[config.mk]
export PLATFORM = sky130hd
export DESIGN_NAME = lpht_ctrl
export DESIGN_NICKNAME = d
export VERILOG_FILES = /design/src/rtl/core/lpht_pkg.sv /design/src/rtl/core/lpht_ctrl.sv
export VERILOG_INCLUDE_DIRS = /design/src /design/src/rtl/core
export SDC_FILE = /design/constraint.sdc
export NUM_CORES = 1
export LEC_CHECK = 0
export BUFFER_PORTS_ARGS = -buffer_cell sky130_fd_sc_hd__buf_4
export CORE_AREA = 10 10 47 49
export DETAILED_ROUTE_END_ITERATION = 8
export DIE_AREA = 0 0 57 59
export GPL_TIMING_DRIVEN = 0
export PLACE_DENSITY_LB_ADDON = 0.2
export SETUP_SLACK_MARGIN = 0.2
export SYNTH_ARGS = -nofsm -noshare
export SYNTH_HDL_FRONTEND = slang
export SYNTH_SLANG_ARGS = --single-unit
export TNS_END_PERCENT = 5
[constraint.sdc]
create_clock -name clk -period 1.9 [get_ports clk]
set_input_delay 0.19 -clock clk [delete_from_list [all_inputs] [get_ports clk]]
set_output_delay 0.19 -clock clk [all_outputs]
set_load 0.005 [all_outputs]
[src/rtl/core/linear_probe_hash_table_assert.svh]
// Assertion macros for the hash table
`ifndef LINEAR_PROBE_HASH_TABLE_ASSERT_SVH
`define LINEAR_PROBE_HASH_TABLE_ASSERT_SVH

// Implication checked on every rising clock edge outside reset
`define LPHT_ASSERT_IMP(label, clk, rst_n, ante, cons, msg) \
    label: assert property (@(posedge clk) disable iff (!rst_n) (ante) |-> (cons)) \
        else $error(msg);

// Implication with the consequent checked in the next cycle
`define LPHT_ASSERT_NEXT(label, clk, rst_n, ante, cons, msg) \
    label: assert property (@(posedge clk) disable iff (!rst_n) (ante) |=> (cons)) \
        else $error(msg);

`endif

[src/rtl/core/lpht_pkg.sv]
// ---------------------------------------------------------------------------
// lpht_pkg
// Types and codes shared by the hash table modules.
// ---------------------------------------------------------------------------
`timescale 1ns / 1ps

package lpht_pkg;

    localparam int TABLE_DEPTH = 1024;
    localparam int KEY_W = 32;
    localparam int VAL_W = 32;
    localparam int CNT_W = 11;
    localparam int IDX_W = 10;

    localparam logic [1:0] FUNC_INSERT = 2'd0;
    localparam logic [1:0] FUNC_QUERY  = 2'd1;
    localparam logic [1:0] FUNC_REMOVE = 2'd2;

    localparam logic [1:0] ST_EMPTY = 2'd0;
    localparam logic [1:0] ST_FULL  = 2'd1;
    localparam logic [1:0] ST_TOMB  = 2'd2;

    localparam logic [1:0] RES_OK      = 2'd0;
    localparam logic [1:0] RES_FULL    = 2'd1;
    localparam logic [1:0] RES_DUP     = 2'd2;
    localparam logic [1:0] RES_MISSING = 2'd3;

    typedef struct packed {
        logic [1:0]              func;
        logic signed [KEY_W-1:0] key;
        logic signed [VAL_W-1:0] value;
    } cmd_t;

    typedef struct packed {
        logic [1:0]              status;
        logic signed [VAL_W-1:0] found_value;
        logic [CNT_W-1:0]        probe_misses;
        logic [IDX_W-1:0]        slot_index;
    } rsp_t;

    // controller -> datapath
    typedef struct packed {
        logic load;      // latch item, start modulo
        logic div_step;  // one remainder bit
        logic fix_home;  // finish home slot
        logic rd;        // read slot at probe pointer
        logic advance;   // step probe pointer
        logic wr_ins;    // write inserted slot
        logic wr_tomb;   // tombstone the slot
        logic finish;    // drive result
        logic [1:0] status;
    } ctl_t;

    // datapath -> controller
    typedef struct packed {
        logic       clearing;      // slot states being cleared after reset
        logic       div_done;
        logic [1:0] func;
        logic       is_full_now;   // record count >= buckets
        logic [1:0] slot_st;
        logic       key_match;
        logic       probes_out;    // misses + 1 reaches buckets
    } sts_t;

endpackage

[src/rtl/core/lpht_ctrl.sv]
// ---------------------------------------------------------------------------
// lpht_ctrl
// Sequencer: modulo, home slot, probe walk, write-back and result.
// ---------------------------------------------------------------------------
`timescale 1ns / 1ps
`include "linear_probe_hash_table_assert.svh"

module lpht_ctrl (
    input  logic              clk,
    input  logic              rst_n,
    input  logic              start,
    output logic              busy,
    input  lpht_pkg::sts_t    sts,
    output lpht_pkg::ctl_t    ctl
);

    localparam logic [2:0] S_IDLE  = 3'd0;
    localparam logic [2:0] S_DIV   = 3'd1;
    localparam logic [2:0] S_HOME  = 3'd2;
    localparam logic [2:0] S_READ  = 3'd3;
    localparam logic [2:0] S_EVAL  = 3'd4;
    localparam logic [2:0] S_DONE  = 3'd5;

    logic [2:0] state_reg, state_next;
    logic [1:0] status_reg, status_next;

    always_ff @(posedge clk or negedge rst_n)
    begin
        if (!rst_n)
        begin
            state_reg  <= S_IDLE;
            status_reg <= lpht_pkg::RES_MISSING;
        end
        else
        begin
            state_reg  <= state_next;
            status_reg <= status_next;
        end
    end

    assign busy = (state_reg != S_IDLE) || sts.clearing;

    always_comb
    begin
        state_next  = state_reg;
        status_next = status_reg;
        ctl         = '0;
        ctl.status  = status_reg;
        unique case (state_reg)
            S_IDLE:
            begin
                if (start && !sts.clearing)
                begin
                    ctl.load   = 1'b1;
                    state_next = S_DIV;
                end
            end
            S_DIV:
            begin
                ctl.div_step = 1'b1;
                if (sts.div_done)
                    state_next = S_HOME;
            end
            S_HOME:
            begin
                ctl.fix_home = 1'b1;
                if (sts.func == lpht_pkg::FUNC_INSERT && sts.is_full_now)
                begin
                    status_next = lpht_pkg::RES_FULL;
                    state_next  = S_DONE;
                end
                else if (sts.func == lpht_pkg::FUNC_INSERT ||
                         sts.func == lpht_pkg::FUNC_QUERY ||
                         sts.func == lpht_pkg::FUNC_REMOVE)
                    state_next = S_READ;
                else
                begin
                    status_next = lpht_pkg::RES_MISSING;
                    state_next  = S_DONE;
                end
            end
            S_READ:
            begin
                ctl.rd     = 1'b1;
                state_next = S_EVAL;
            end
            S_EVAL:
            begin
                state_next = S_DONE;
                if (sts.func == lpht_pkg::FUNC_INSERT)
                begin
                    if (sts.slot_st != lpht_pkg::ST_FULL)
                    begin
                        ctl.wr_ins  = 1'b1;
                        status_next = lpht_pkg::RES_OK;
                    end
                    else if (sts.key_match)
                        status_next = lpht_pkg::RES_DUP;
                    else if (sts.probes_out)
                    begin
                        ctl.advance = 1'b1;
                        status_next = lpht_pkg::RES_FULL;
                    end
                    else
                    begin
                        ctl.advance = 1'b1;
                        state_next  = S_READ;
                    end
                end
                else
                begin
                    if (sts.slot_st == lpht_pkg::ST_FULL && sts.key_match)
                    begin
                        ctl.wr_tomb = (sts.func == lpht_pkg::FUNC_REMOVE);
                        status_next = lpht_pkg::RES_OK;
                    end
                    else if (sts.slot_st == lpht_pkg::ST_EMPTY)
                        status_next = lpht_pkg::RES_MISSING;
                    else if (sts.probes_out)
                    begin
                        ctl.advance = 1'b1;
                        status_next = lpht_pkg::RES_MISSING;
                    end
                    else
                    begin
                        ctl.advance = 1'b1;
                        state_next  = S_READ;
                    end
                end
            end
            S_DONE:
            begin
                ctl.finish = 1'b1;
                state_next = S_IDLE;
            end
            default:
                state_next = S_IDLE;
        endcase
    end

    `LPHT_ASSERT_IMP(a_load_idle, clk, rst_n, ctl.load, state_reg == S_IDLE, "load while busy")
    `LPHT_ASSERT_NEXT(a_done_idle, clk, rst_n, ctl.finish, !busy, "no return to idle")
    `LPHT_ASSERT_IMP(a_one_write, clk, rst_n, ctl.wr_ins, !ctl.wr_tomb && !ctl.advance, "write clash")
    `LPHT_ASSERT_NEXT(a_load_div, clk, rst_n, ctl.load, state_reg == S_DIV, "load not followed by modulo")

endmodule

==> flow_summary.toml, run 1 <==
[run_status]
status = "complete, no violations"

[critical_path]
crit_slowest_cell = "sky130_fd_sc_hd__dfrtp_1"
start_kind = "flop"
crit_required_ns = 1.71
critical_path_buf_inv_count = 3
cpPeakStageDelay_ns = 0.37
crit_path_frequent_cell = "sky130_fd_sc_hd__buf_6"
crit_path_cell_trace = "buf_6 -> or3b_4 -> buf_6 -> nor4b_4 -> buf_4"
critical_path_arrival_ns = 1.60
worst_setup_path_end_kind = "primary output"
critical_path_peak_fanout = 2
critical-path-top-delay-family = "simple AND/OR/NAND/NOR gates"
reg2reg_setup_slack_ns = 0.18
worst-setup-path-type = "reg2out"

[power_and_ir_drop]
p_per_area_nw_per_um2 = 1080
cell_internal_pwr_mw = 0.477
power_frac_comb_pct = 54.4
fraction_of_power_consumed_by_the_clock_network_pct = 16.7
max-vdd-ir-drop_uv = 318
power_frac_seq_pct = 29.0
leakage_power_summed_over_all_cells_nw = 0.318
switchingPower_mw = 0.239
power_switching_share_pct = 33.4

[placement]
placed_cells = 87
gpl.final_weighted_congestion = 0.792
detailedPlacementHpwl_um = 956
numPortBuffers = 22

[final_layout]
fin_nets = 92
share_of_layout_cells_above_drive_strength_1_pct = 46.8
number_of_standard_cells_in_the_layout_taps_in_and_fillers_out = 95
multi_input_area_um2 = 249
num_antenna_cells = 0
fillers = 161
largest_reg_flops = 3
regArea_um2 = 129
syn_to_final_growth_pct = 69.9

[grt]
first_global_vias = 478
antenna_found_initial = 0
grt.overflow.total = 0
grt.total_usage_pct = 7.16
grt_start_max_net_pins = 9
grt_first_pass_wirelength_um = 2000

[synthesis]
yosys.cell_count.top_type = "sky130_fd_sc_hd__nor2_1"
ys_warn_count = 0
synth_area_leader_cell = "sky130_fd_sc_hd__dfrtp_1"
synthesis.instances = 49
synth_flop_cell = "sky130_fd_sc_hd__dfrtp_1"
netlist.area_leader.share_pct = 19.2
fraction_of_the_yosys_area_taken_by_sequential_cells_pct = 32.7
avgSynthCellArea_um2 = 7.97
synth_edf_count = 0
synth_fp_nets = 61
synth_top_cells_by_count = "8 x sky130_fd_sc_hd__nor2_1, 5 x sky130_fd_sc_hd__inv_1, 3 x sky130_fd_sc_hd__a21oi_1, 3 x sky130_fd_sc_hd__dfrtp_1"
yosys-top-cells-area = "sky130_fd_sc_hd__dfrtp_1 19%, sky130_fd_sc_hd__dfstp_2 13%, sky130_fd_sc_hd__nor2_1 7.7%, sky130_fd_sc_hd__inv_1 4.8%, sky130_fd_sc_hd__nor4b_1 4.5%"
yosysUniqueCellTypes = 26
postSynth.asyncResetShare_pct = 100
synth.cell_area_um2 = 390
ys_seq_elements = 5

[clock_network]
max-clock-path-buffers = 2
clkSinkCount = 5
htree_levels = 1
clk_root_buffer_cell = "sky130_fd_sc_hd__clkbuf_4"
cts_bufs_inserted = 3
clkLatencyLatePin_ns = 0.24
clock_tree_from_tritoncts = "built"
clkTransAtPathRegs_ns = 0.04

[sta]
timing.final.setup_violations = 0
rsz0062_at_grt = "true"
timing_max_transition_violations_final = 0
actual_transition_at_the_worst_max_transition_pin_ns = 0.363
ratio_of_final_minimum_period_to_clock_period_pct = 93.9
finalSetupTns_ns = 0
max_clock_freq_ghz = 0.560
max-slew-margin-rel_pct = 75.6
finalClockSkew_ns = 0.00495
final_hold_violation_count = 0
post_layout_min_period_ns = 1.79

[detailed_routing]
antenna_violating_nets_remaining = 0
wl_per_cell_um = 12.6
initialDrtViolationCount = 4
vias_per_cell = 4.68
detailed_route_wl_um = 1200
drt-pass1-iter-count = 4
total_via_count_after_detailed_routing = 445
route.detailed.drc = 0

[floorplanning]
design.die.area_um2 = 3360
die_w_um = 57
floorplan_row_count = 14
io-pin-count = 23
floorplan.initialDensity_pct = 27.9
coreArea_um2 = 1400
die_height_um = 59

[hold_path]
min-delay-path-class = "in2reg"

[run]
cap_violations = 0
through the flow:
| step | util [%] | instance area (µm²) | worst slack, ns | power, mW | hold slack [ns] |
|---|---|---|---|---|---|
| after global placement | 41.1 | 576 | 0.232 | 0.537 | -0.00821 |
| after floorplan | - | 390 | 0.366 | 0.382 | -0.106 |
| after global routing | 47.3 | 663 | 0.0380 | 0.785 | 0.173 |
| after detailed placement | 41.1 | 576 | 0.219 | 0.540 | -0.00696 |
| final | 47.3 | 663 | 0.115 | 0.716 | 0.174 |
| after CTS | 46.8 | 656 | 0.0755 | 0.712 | 0.166 |
layer usage:
metal  track usage (%)  part of all wire [%]
met5                 0                     0
met1              7.82                    46
met2              12.6                    47
met4              4.03                     0
met3              1.50                   7.3
final cells by class:
type,instances,share of cell area [%]
timing repair buffer,26,29.8
clock buffer,4,3.96
multi-input combinational,37,37.5
buffer,2,3.40
tap,16,3.02
sequential,5,19.4
inverter,5,2.83
cell families after synthesis:
logic type / Yosys count / share of synthesized area, %
buffers and inverters: 7 / 8.97
flip-flops: 5 / 32.7
AND/OR/NAND/NOR: 25 / 36.9
AO/OA/AOI/OAI: 11 / 19.2
XOR/XNOR: 1 / 2.24
power by group through the flow:
stage	logic (mW)	clock network [mW]	registers, mW
2_1_floorplan	0.183	0	0.199
3_3_place_gp	0.332	0	0.205
3_5_place_dp	0.332	0	0.208
4_1_cts	0.383	0.123	0.206
5_1_grt	0.435	0.133	0.217
6_report	0.390	0.119	0.207
path summary, 6_finish.rpt:
| check | from | end | depth (start not counted) |
|---|---|---|---|
| max | state_reg[0] | ctl[3] | 5 |
| min | sts[0] | state_reg[1] | 2 |
| max reg2reg | state_reg[0] | status_reg[1] | 6 |
| min reg2reg | status_reg[0] | status_reg[0] | 2 |
| max in group asynchronous | rst_n | status_reg[1] | 2 |
| min in group asynchronous | rst_n | state_reg[2] | 2 |
what timing repair did:
item / CTS / global route
hold buffers: 1 / 0
setup endpoints to repair: 2 / 8
gates resized for setup: 4 / 3
buffers inserted: 3 / 0
endpoints found under the hold margin: 5 / 0
pin swaps: 2 / 2
placed cells by master (no fill, tap or decap):
cell                            Yosys  routed
sky130_fd_sc_hd__nor4b_4            0       1
sky130_fd_sc_hd__a311o_1            1       1
sky130_fd_sc_hd__nor4_1             1       1
sky130_fd_sc_hd__dfrtp_1            3       2
sky130_fd_sc_hd__and3_1             1       1
sky130_fd_sc_hd__nand3_1            1       1
sky130_fd_sc_hd__nor2_1             8       8
sky130_fd_sc_hd__o211ai_1           1       1
sky130_fd_sc_hd__dfrtp_2            0       1
sky130_fd_sc_hd__clkbuf_4           0       3
sky130_fd_sc_hd__o21a_1             1       1
sky130_fd_sc_hd__clkbuf_1           0       1
sky130_fd_sc_hd__o21ai_0            1       1
sky130_fd_sc_hd__xnor2_1            1       1
sky130_fd_sc_hd__o32ai_1            2       2
sky130_fd_sc_hd__nor3b_1            2       2
sky130_fd_sc_hd__dlygate4sd3_1      0       1
sky130_fd_sc_hd__or2_2              1       1
sky130_fd_sc_hd__buf_6              1       2
sky130_fd_sc_hd__buf_4              0      25
sky130_fd_sc_hd__a21oi_1            3       3
sky130_fd_sc_hd__a31oi_1            2       2
sky130_fd_sc_hd__nand2b_1           2       2
sky130_fd_sc_hd__dfstp_2            2       2
sky130_fd_sc_hd__nand2_1            2       2
sky130_fd_sc_hd__nand3b_1           2       2
sky130_fd_sc_hd__nor4b_1            2       1
sky130_fd_sc_hd__or4_4              0       1
sky130_fd_sc_hd__and2_1             1       1
sky130_fd_sc_hd__inv_1              5       5
sky130_fd_sc_hd__or3b_4             0       1
(Power assumes the default switching activity.)
==> run 2, diff against run 1 <==
Settings changed: BUFFER_PORTS_ARGS -buffer_cell sky130_fd_sc_hd__buf_4 to -buffer_cell sky130_fd_sc_hd__buf_2.
==> run 2 against run 1 <==
Net effect: utilization down 4.5 points; worst setup slack improved by 0.015 ns; power down 5.7%; register-to-register slack about the same; clock-buffer cell count stayed put; critical path depth stayed put; sequential share of layout area grew 2.2 points; critical endpoint unchanged.
==> flow_summary.toml, run 2 (synthesis results as in run 1) <==
[final_layout]
num_antenna_cells = 0
mostFrequentLayoutCell = "sky130_fd_sc_hd__buf_2"
fillers = 156
syn_to_final_growth_pct = 53.8
number_of_standard_cells_in_the_layout_taps_in_and_fillers_out = 95
multi_input_area_um2 = 240
fin_nets = 92
share_of_layout_cells_above_drive_strength_1_pct = 48.1
largest_reg_flops = 3
most-common-layout-cells = "22 x sky130_fd_sc_hd__buf_2, 8 x sky130_fd_sc_hd__nor2_1, 5 x sky130_fd_sc_hd__inv_1"
regArea_um2 = 130

[placement]
numPortBuffers = 22
gpl.final_weighted_congestion = 0.786
placed_cells = 87
detailedPlacementHpwl_um = 924
pre_cts_ws_ns = 0.263

[hold_path]
min-delay-path-class = "in2reg"

[power_and_ir_drop]
fraction_of_power_consumed_by_the_clock_network_pct = 17.7
power_switching_share_pct = 34.8
power_frac_seq_pct = 30.8
max-vdd-ir-drop_uv = 262
switchingPower_mw = 0.235
cell_internal_pwr_mw = 0.440
p_per_area_nw_per_um2 = 1120
power_frac_comb_pct = 51.4
leakage_power_summed_over_all_cells_nw = 0.296
total_power_mw = 0.675

[sta]
actual_transition_at_the_worst_max_transition_pin_ns = 0.357
finalClockSkew_ns = 0.000515
max_clock_freq_ghz = 0.565
final_hold_violation_count = 0
timing.hold.ws_ns = 0.193
ratio_of_final_minimum_period_to_clock_period_pct = 93.1
post_layout_min_period_ns = 1.77
timing.final.setup_violations = 0
timing_max_transition_violations_final = 0
max-slew-margin-rel_pct = 75.9
final_critical_path_setup_slack_ns = 0.130
finalSetupTns_ns = 0
rsz0062_at_grt = "true"

[critical_path]
critical_path_peak_fanout = 2
crit_slowest_cell = "sky130_fd_sc_hd__dfrtp_1"
cpPeakStageDelay_ns = 0.37
critical_path_arrival_ns = 1.58
crit-reg2reg-capture = "status_reg[1]"
crit_required_ns = 1.71
critical-path-top-delay-family = "simple AND/OR/NAND/NOR gates"
startpoint = "state_reg[0]"
crit_path_frequent_cell = "sky130_fd_sc_hd__buf_6"
crit_end = "ctl[3]"
reg2reg_setup_slack_ns = 0.19
start_kind = "flop"
worst_setup_path_end_kind = "primary output"
worst-setup-path-type = "reg2out"
number_of_logic_stages_on_the_critical_path_including_buffering = 5
crit_path_cell_trace = "buf_6 -> or3b_4 -> buf_6 -> nor4b_2 -> buf_2"
regToRegStartpoint = "state_reg[0]"
r2r.worst_path.cells = 6
critical_path_buf_inv_count = 3

[run]
cap_violations = 0

[clock_network]
cts_bufs_inserted = 3
clk_root_buffer_cell = "sky130_fd_sc_hd__clkbuf_4"
max-clock-path-buffers = 2
clkTransAtPathRegs_ns = 0.04
clkLatencyLatePin_ns = 0.24
clkSinkCount = 5
htree_levels = 1
clock_tree_from_tritoncts = "built"

[floorplanning]
design.die.area_um2 = 3360
floorplan_row_count = 14
die_w_um = 57
io-pin-count = 23
floorplan.initialDensity_pct = 27.9
die_height_um = 59
coreArea_um2 = 1400

[detailed_routing]
route.detailed.drc = 0
total_via_count_after_detailed_routing = 463
dr.max_layer_used = "met4"
vias_per_cell = 4.87
detailed_route_wl_um = 1200
wl_met2_um = 540
routed_length_on_met3_um = 118
antenna_violating_nets_remaining = 0
wl_met1_um = 520
drt-pass1-iter-count = 4
wl_per_cell_um = 12.6
initialDrtViolationCount = 10

[grt]
antenna_found_initial = 0
grt.total_usage_pct = 6.77
grt.overflow.total = 0
first_global_vias = 446
grt_start_max_net_pins = 9
grt_first_pass_wirelength_um = 1900

[run_status]
status = "complete, no violations"
## run 2: routing by layer
layer,up-vias,global-route usage [%]
li1,236,-
met1,205,6.97
met2,20,11.5
met3,2,2.58
met4,0,4.03
met5,-,0
## run 2: how the worst min path moves through the flow
stage | slack (ns) | cells past startpoint | startpoint | end
CTS | 0.19 | 2 | sts[0] | state_reg[1]
detailed placement | 0.004 | 1 | rst_n | state_reg[1]
floorplan | -0.11 | 0 | rst_n | state_reg[0]
global route | 0.19 | 2 | sts[0] | state_reg[1]
global placement | 0.005 | 1 | rst_n | state_reg[0]
finish | 0.19 | 2 | sts[0] | state_reg[1]
## run 2: repair_timing
action                                 in CTS  in global routing
setup endpoints to repair                   1                  8
setup buffers                               3                  0
pin swaps                                   2                  1
resized for setup                           3                  4
hold buffers                                1                  0
endpoints found under the hold margin       5                  0
## run 2: per-stage QoR
step / utilization (%) / instance area, µm²
floorplan: - / 390
global placement: 37.1 / 520
detailed placement: 37.1 / 520
CTS: 42.2 / 592
global route: 42.9 / 601
finish: 42.9 / 601
## run 2: final cells by class
| type | instances | share of cell area (%) |
|---|---|---|
| flip-flops and latches | 5 | 21.7 |
| multi-input cells | 37 | 40.0 |
| inverters | 5 | 3.13 |
| repair buffers | 26 | 23.8 |
| well taps | 16 | 3.33 |
| clock buffers | 4 | 4.38 |
| plain buffers | 2 | 3.75 |
## run 2: power groups by stage
stage                     registers, mW  logic [mW]  clock network, mW
after floorplan                   0.199       0.183                  0
after global placement            0.204       0.293                  0
after detailed placement          0.205       0.293                  0
after CTS                         0.204       0.341              0.122
after global routing              0.215       0.392              0.129
final                             0.208       0.347              0.120
